`src/hw/rtl/hvd_sqrt.sv`:
```
// Pipelined integer square root of (v << 30), one result bit per cell, rounded.
module hvd_sqrt (
   input  logic        clock,
   input  logic [30:0] v,
   output logic [30:0] root
);
   localparam int N = 31;
   logic [61:0] rem_ff [1:N];
   logic [30:0] q_ff [1:N];
   logic [61:0] arg_ff [1:N-1];
   logic [31:0] r_last;

   for (genvar i = 0; i < N; i++) begin : g_bit
      logic [61:0] rem_cur;
      logic [30:0] q_cur;
      logic [61:0] arg_cur;
      logic [63:0] trial;
      logic [63:0] cur;
      if (i == 0) begin : g_head
         assign rem_cur = '0;
         assign q_cur = '0;
         assign arg_cur = {1'b0, v, 30'd0};
      end else begin : g_body
         assign rem_cur = rem_ff[i];
         assign q_cur = q_ff[i];
         assign arg_cur = arg_ff[i];
      end
      if (i < N - 1) begin : g_shift
         always_ff @(posedge clock) begin
            arg_ff[i+1] <= {arg_cur[59:0], 2'b00};
         end
      end
      assign cur = {rem_cur, arg_cur[61:60]};
      assign trial = 64'({q_cur, 2'b01});
      always_ff @(posedge clock) begin
         if (cur >= trial) begin
            rem_ff[i+1] <= 62'(cur - trial);
            q_ff[i+1] <= {q_cur[29:0], 1'b1};
         end else begin
            rem_ff[i+1] <= 62'(cur);
            q_ff[i+1] <= {q_cur[29:0], 1'b0};
         end
      end
   end

   always_comb begin
      r_last = {1'b0, q_ff[N]};
      if (64'(rem_ff[N]) > 64'(q_ff[N])) r_last = r_last + 32'd1;
      root = r_last[30:0];
   end
endmodule

```
`config.mk`:
```
export PLATFORM = sky130hd
export DESIGN_NAME = hvd_sqrt
export DESIGN_NICKNAME = d
export VERILOG_FILES = /design/src/hw/rtl/hvd_sqrt.sv
export SDC_FILE = /design/constraint.sdc
export NUM_CORES = 2
export LEC_CHECK = 0
export ABC_CLOCK_PERIOD_IN_PS = 4600
export BUFFER_PORTS_ARGS = -buffer_cell sky130_fd_sc_hd__buf_2
export CAP_MARGIN = 15
export CORE_ASPECT_RATIO = 1.75
export CORE_MARGIN = 2
export CORE_UTILIZATION = 42
export CTS_CLUSTER_SIZE = 40
export DETAILED_ROUTE_END_ITERATION = 6
export GPL_TIMING_DRIVEN = 1
export PLACE_DENSITY = 0.61
export SYNTH_ARGS = -nofsm -noshare
export SYNTH_HDL_FRONTEND = slang
export SYNTH_MEMORY_MAX_BITS = 65536
export SYNTH_SLANG_ARGS = --single-unit
```
`constraint.sdc`:
```
create_clock -name clock -period 4.6 [get_ports clock]
set_input_delay 0.92 -clock clock [delete_from_list [all_inputs] [get_ports clock]]
set_output_delay 0.92 -clock clock [all_outputs]
set_load 0.02 [all_outputs]
```
# Yosys cells after proc, flatten, opt, wreduce, memory -nomap -nowiden
# Memories as Yosys holds them, arrays and structs flattened.
# Cells that the tools add are included.
[totals]
ff_bits = 0
ram_bits = 4683
in_bits = 32
out_inout_bits = 31
word_cells = 285
n_memories = 3
[memory_table]
columns = ["name", "words", "word_bits", "rd", "rd_ports_with_merged_regs", "write_ports", "line", "rtl"]
rows = [
  ["rem_ff", 31, 62, 31, 0, 31, "8", "logic [61:0] rem_ff [1:N];"],
  ["arg_ff", 30, 60, 30, 0, 30, "10", "logic [61:0] arg_ff [1:N-1];"],
  ["q_ff", 31, 31, 31, 0, 31, "9", "logic [30:0] q_ff [1:N];"],
]
[op_classes]
addsub = 32
n_lt_le_gt_ge = 32
n_mux = 156
bitwise = 62
[op_table]
columns = ["op", "count"]
rows = [
  ["62-bit 2-to-1 mux", 31],
  ["64-bit by 33-bit greater-or-equal comparator with 1-bit output", 30],
  ["62-bit by 33-bit subtractor with 62-bit output", 30],
  ["31-bit 2-to-1 mux", 32],
  ["1-bit 2-to-1 mux", 93],
  ["62-bit by 31-bit > comparator with 1-bit output", 1],
  ["1-bit OR", 62],
  ["31-bit by 1-bit adder with 31-bit output, second input constant", 1],
  ["1-bit by 1-bit subtractor with 2-bit output, second input constant", 1],
  ["1-bit greater-or-equal comparator, second input constant", 1],
]

# Longest topological paths before layout
# An unclocked memory read counts as a cell.
[logic_depth]
ltp_word = 5
mapped_depth = 18
ltp_nobuf = 16

# Least setup slack after synthesis
# Ideal clock, no wire load.
[synth_timing]
path_kind = "register to register"
from = "register rem_ff[0][510] (netlist name)"
to = "register rem_ff[0][596] (netlist name)"
t_arrival_ns = 3.757
path_slack_ns = 0.724
stages_incl_launch_ff = 11
path_buffers = 0
period_less_slack_ns = 3.876
cell_sequence = "dfxtp_1 -> or4_4 -> or4_4 -> or4_4 -> or4_4 -> or4b_4 -> nor3_2 -> and2_4 -> nand2_4 -> or3_4 -> xnor2_2"

==> run metrics <==
drt wl/cell 20.1 um; R2R Setup Slk 0.05 ns; antenna violations before repair 21; hpwl dp 246 mm; f_max 220 MHz; max incr delay on CP 0.97 ns; Rel. slew slack 0.137; FF-to-FF End rem_ff[1][546]$_DFF_P_; Layout Skew 0.0991 ns; Final period util 0.990; fin crit period 4.55 ns; crit path cell chain nor3_1 -> nand2b_1 -> or3_1 -> nor4_1 -> nand4_1 -> or4_1 -> nand2_1 -> or4_1 -> nor4_1 -> xor2_1; Slowest cell on crit path nor4_1; global route overflow 0; Initial Utilization 0.422; ys async rst share 0; PortBufs 62; clock root cell clkbuf_16; clk buf depth 4; vias per inst 5.35; Reg clk slew, reported paths 0.06 ns; largest net degree at the start of global routing 57; CTS tree built; Leak 53.8 nW; cell taking the most area after synthesis dfxtp_1; Routed Antenna Nets 0; post-synth top area share 0.472; Yosys warnings 0; worst slew pin tran 1.27 ns; WP data required 5.31 ns; Final Hold Viols 0; DRC 2; post-synthesis sequential area ratio 0.472; Max VDD drop 0.000390 V; worst path arrival time 5.26 ns; H-tree depth 4; synthesized area 107000 sq um; pwr/cell area 481 nW/um^2; Critical Path End Type flip-flop; syn_area_per_cell 9.32 sq um; Synthesized Nets 12.1k; nets@finish 12.4k; Worst R2R Start rem_ff[1][484]$_DFF_P_; final WL 308 mm; Design Power 0.0582 W; CTS sink count 2531; Die W 386 um; status finished with violations; Yosys reg bits 2531; number of DRC markers in iteration 0 3251; Setup crit start kind flip-flop; count leader, synth dfxtp_1; class of the worst hold path in -> reg; Vias 82.0k; Top FF cell, synth dfxtp_1; Skew-Pair Late Insertion Delay 0.93 ns; Post-synth EDFFs 0; crit path kind reg -> reg; hold path startpoint v[30]; Core Area 254000 sq um; GRT Total Usage 0.232; Max Slew Vio Count 0; P&R area growth vs syn 12.8%; hold depth 1; PnR worst setup slack 0.0461 ns; first-pass GRT wire length 466 mm; violated checks DRC; worst r2r path cells 10; top post-synthesis cells by count dfxtp_1, nor2_1, xor2_1; cts bufs inserted 235; die height 673 um; Worst path top cell family by delay simple AND/OR/NAND/NOR gates; number of global-route vias before repair 85.5k; unique cell type count in the Yosys netlist 94; share of layout cells above drive strength 1 0.0730; row count 245; Crit Path Max Fanout 6; Max-Cap Viols 0; Syn Inst Count 11.5k; CP bufs+invs 0; # fillers 23.8k; main area contributors after synthesis dfxtp_1, xor2_1, ha_1; die area 260000 sq um; Boundary Pins 63; Setup crit start rem_ff[1][484]$_DFF_P_; Pre-antenna DRT Iters 7; worst slack at placement 0.0492 ns; Final GP Congestion 0.987; final setup fails 0; Min-Delay Endpoint q_ff[0][31]$_DFF_P_
==> timing repair <==
item,4_1_cts,5_1_grt
setup buffers,0,3
cloned,1,1
pin swaps,3,12
hold buffers,0,0
resized for setup,8,52
endpoints found under the setup margin,12,43
==> logic make-up after synthesis <==
kind of cell	Yosys count	share of synthesized area
AO/OA/AOI/OAI	1870	0.107
XOR/XNOR	1580	0.129
adder cells (fa/ha/maj)	546	0.0647
buffers and inverters	963	0.0338
flip-flops	2531	0.472
multiplexers	41	0.00419
other	1	0.0000349
AND/OR/NAND/NOR	3987	0.189
==> metal layers <==
layer,part of all wire,track usage,vias to the layer above
met2,0.58,0.488,1733
met5,0.00033,0,-
met1,0.29,0.171,38907
met4,0.10,0.208,16
li1,-,-,40246
met3,0.028,0.0289,1116
==> worst max path at each step <==
stage	depth (start not counted)	end
floorplan	10	rem_ff[0][596]$_DFF_P_
global placement	10	rem_ff[0][851]$_DFF_P_
detailed placement	10	rem_ff[0][851]$_DFF_P_
CTS	13	root[17]
global route	12	root[19]
finish	10	rem_ff[1][546]$_DFF_P_
==> per-stage QoR <==
| step | area (sq um) | hold slack, ns | std cells | setup TNS (ns) | utilization |
|---|---|---|---|---|---|
| after floorplan | 107000 | 0.310 | 11519 | 0 | - |
| after global routing | 121000 | 0.0581 | 15315 | -0.472 | 0.476 |
| after global placement | 112000 | 0.310 | 14866 | 0 | 0.442 |
| after CTS | 121000 | 0.0192 | 15292 | 0 | 0.475 |
| after detailed placement | 113000 | 0.312 | 14869 | 0 | 0.442 |
| final | 121000 | 0.0843 | 15317 | 0 | 0.476 |
==> cell usage in the layout (no fill, tap or decap), types with 468 or more instances in the layout <==
master and instances:
inv_1 713, ha_1 526, nand2_1 885, nor3_1 468, nor2_1 898, dfxtp_1 2520, a21oi_1 579, xnor2_1 687
o21ai_0 486, xor2_1 889
==> state kept, by name, indices dropped and copies added (netlist names) <==
signal  count
arg_ff    240
rem_ff   1795
q_ff      496
==> cell type report <==
class | instances | area [sq um] | area share
Antenna cell | 19 | 47.5 | 0.000393
Inverter | 723 | 2720 | 0.0224
Multi-Input combinational cell | 8025 | 53400 | 0.441
Clock inverter | 94 | 1390 | 0.0114
Clock buffer | 328 | 6810 | 0.0563
Tap cell | 3334 | 4170 | 0.0344
Sequential cell | 2531 | 50700 | 0.418
Timing Repair Buffer | 263 | 1910 | 0.0158
==> where the power goes <==
group	switching, W	leakage, nW	internal (W)
Clock	0.00853	4.01	0.0121
Sequential	0.00422	21.1	0.0259
Combinational	0.00406	28.6	0.00348
Total	0.0168	53.8	0.0414
==> worst register-to-register path: stages (launching register included) <==
cell and delay [ns]:
dfxtp_1 0.42, nor3_1 0.30, nand2b_1 0.18, or3_1 0.39
nor4_1 0.97, nand4_1 0.52, or4_1 0.67, nand2_1 0.28
or4_1 0.42, nor4_1 0.13, xor2_1 0.15
Power figures use the tool's default switching activity.
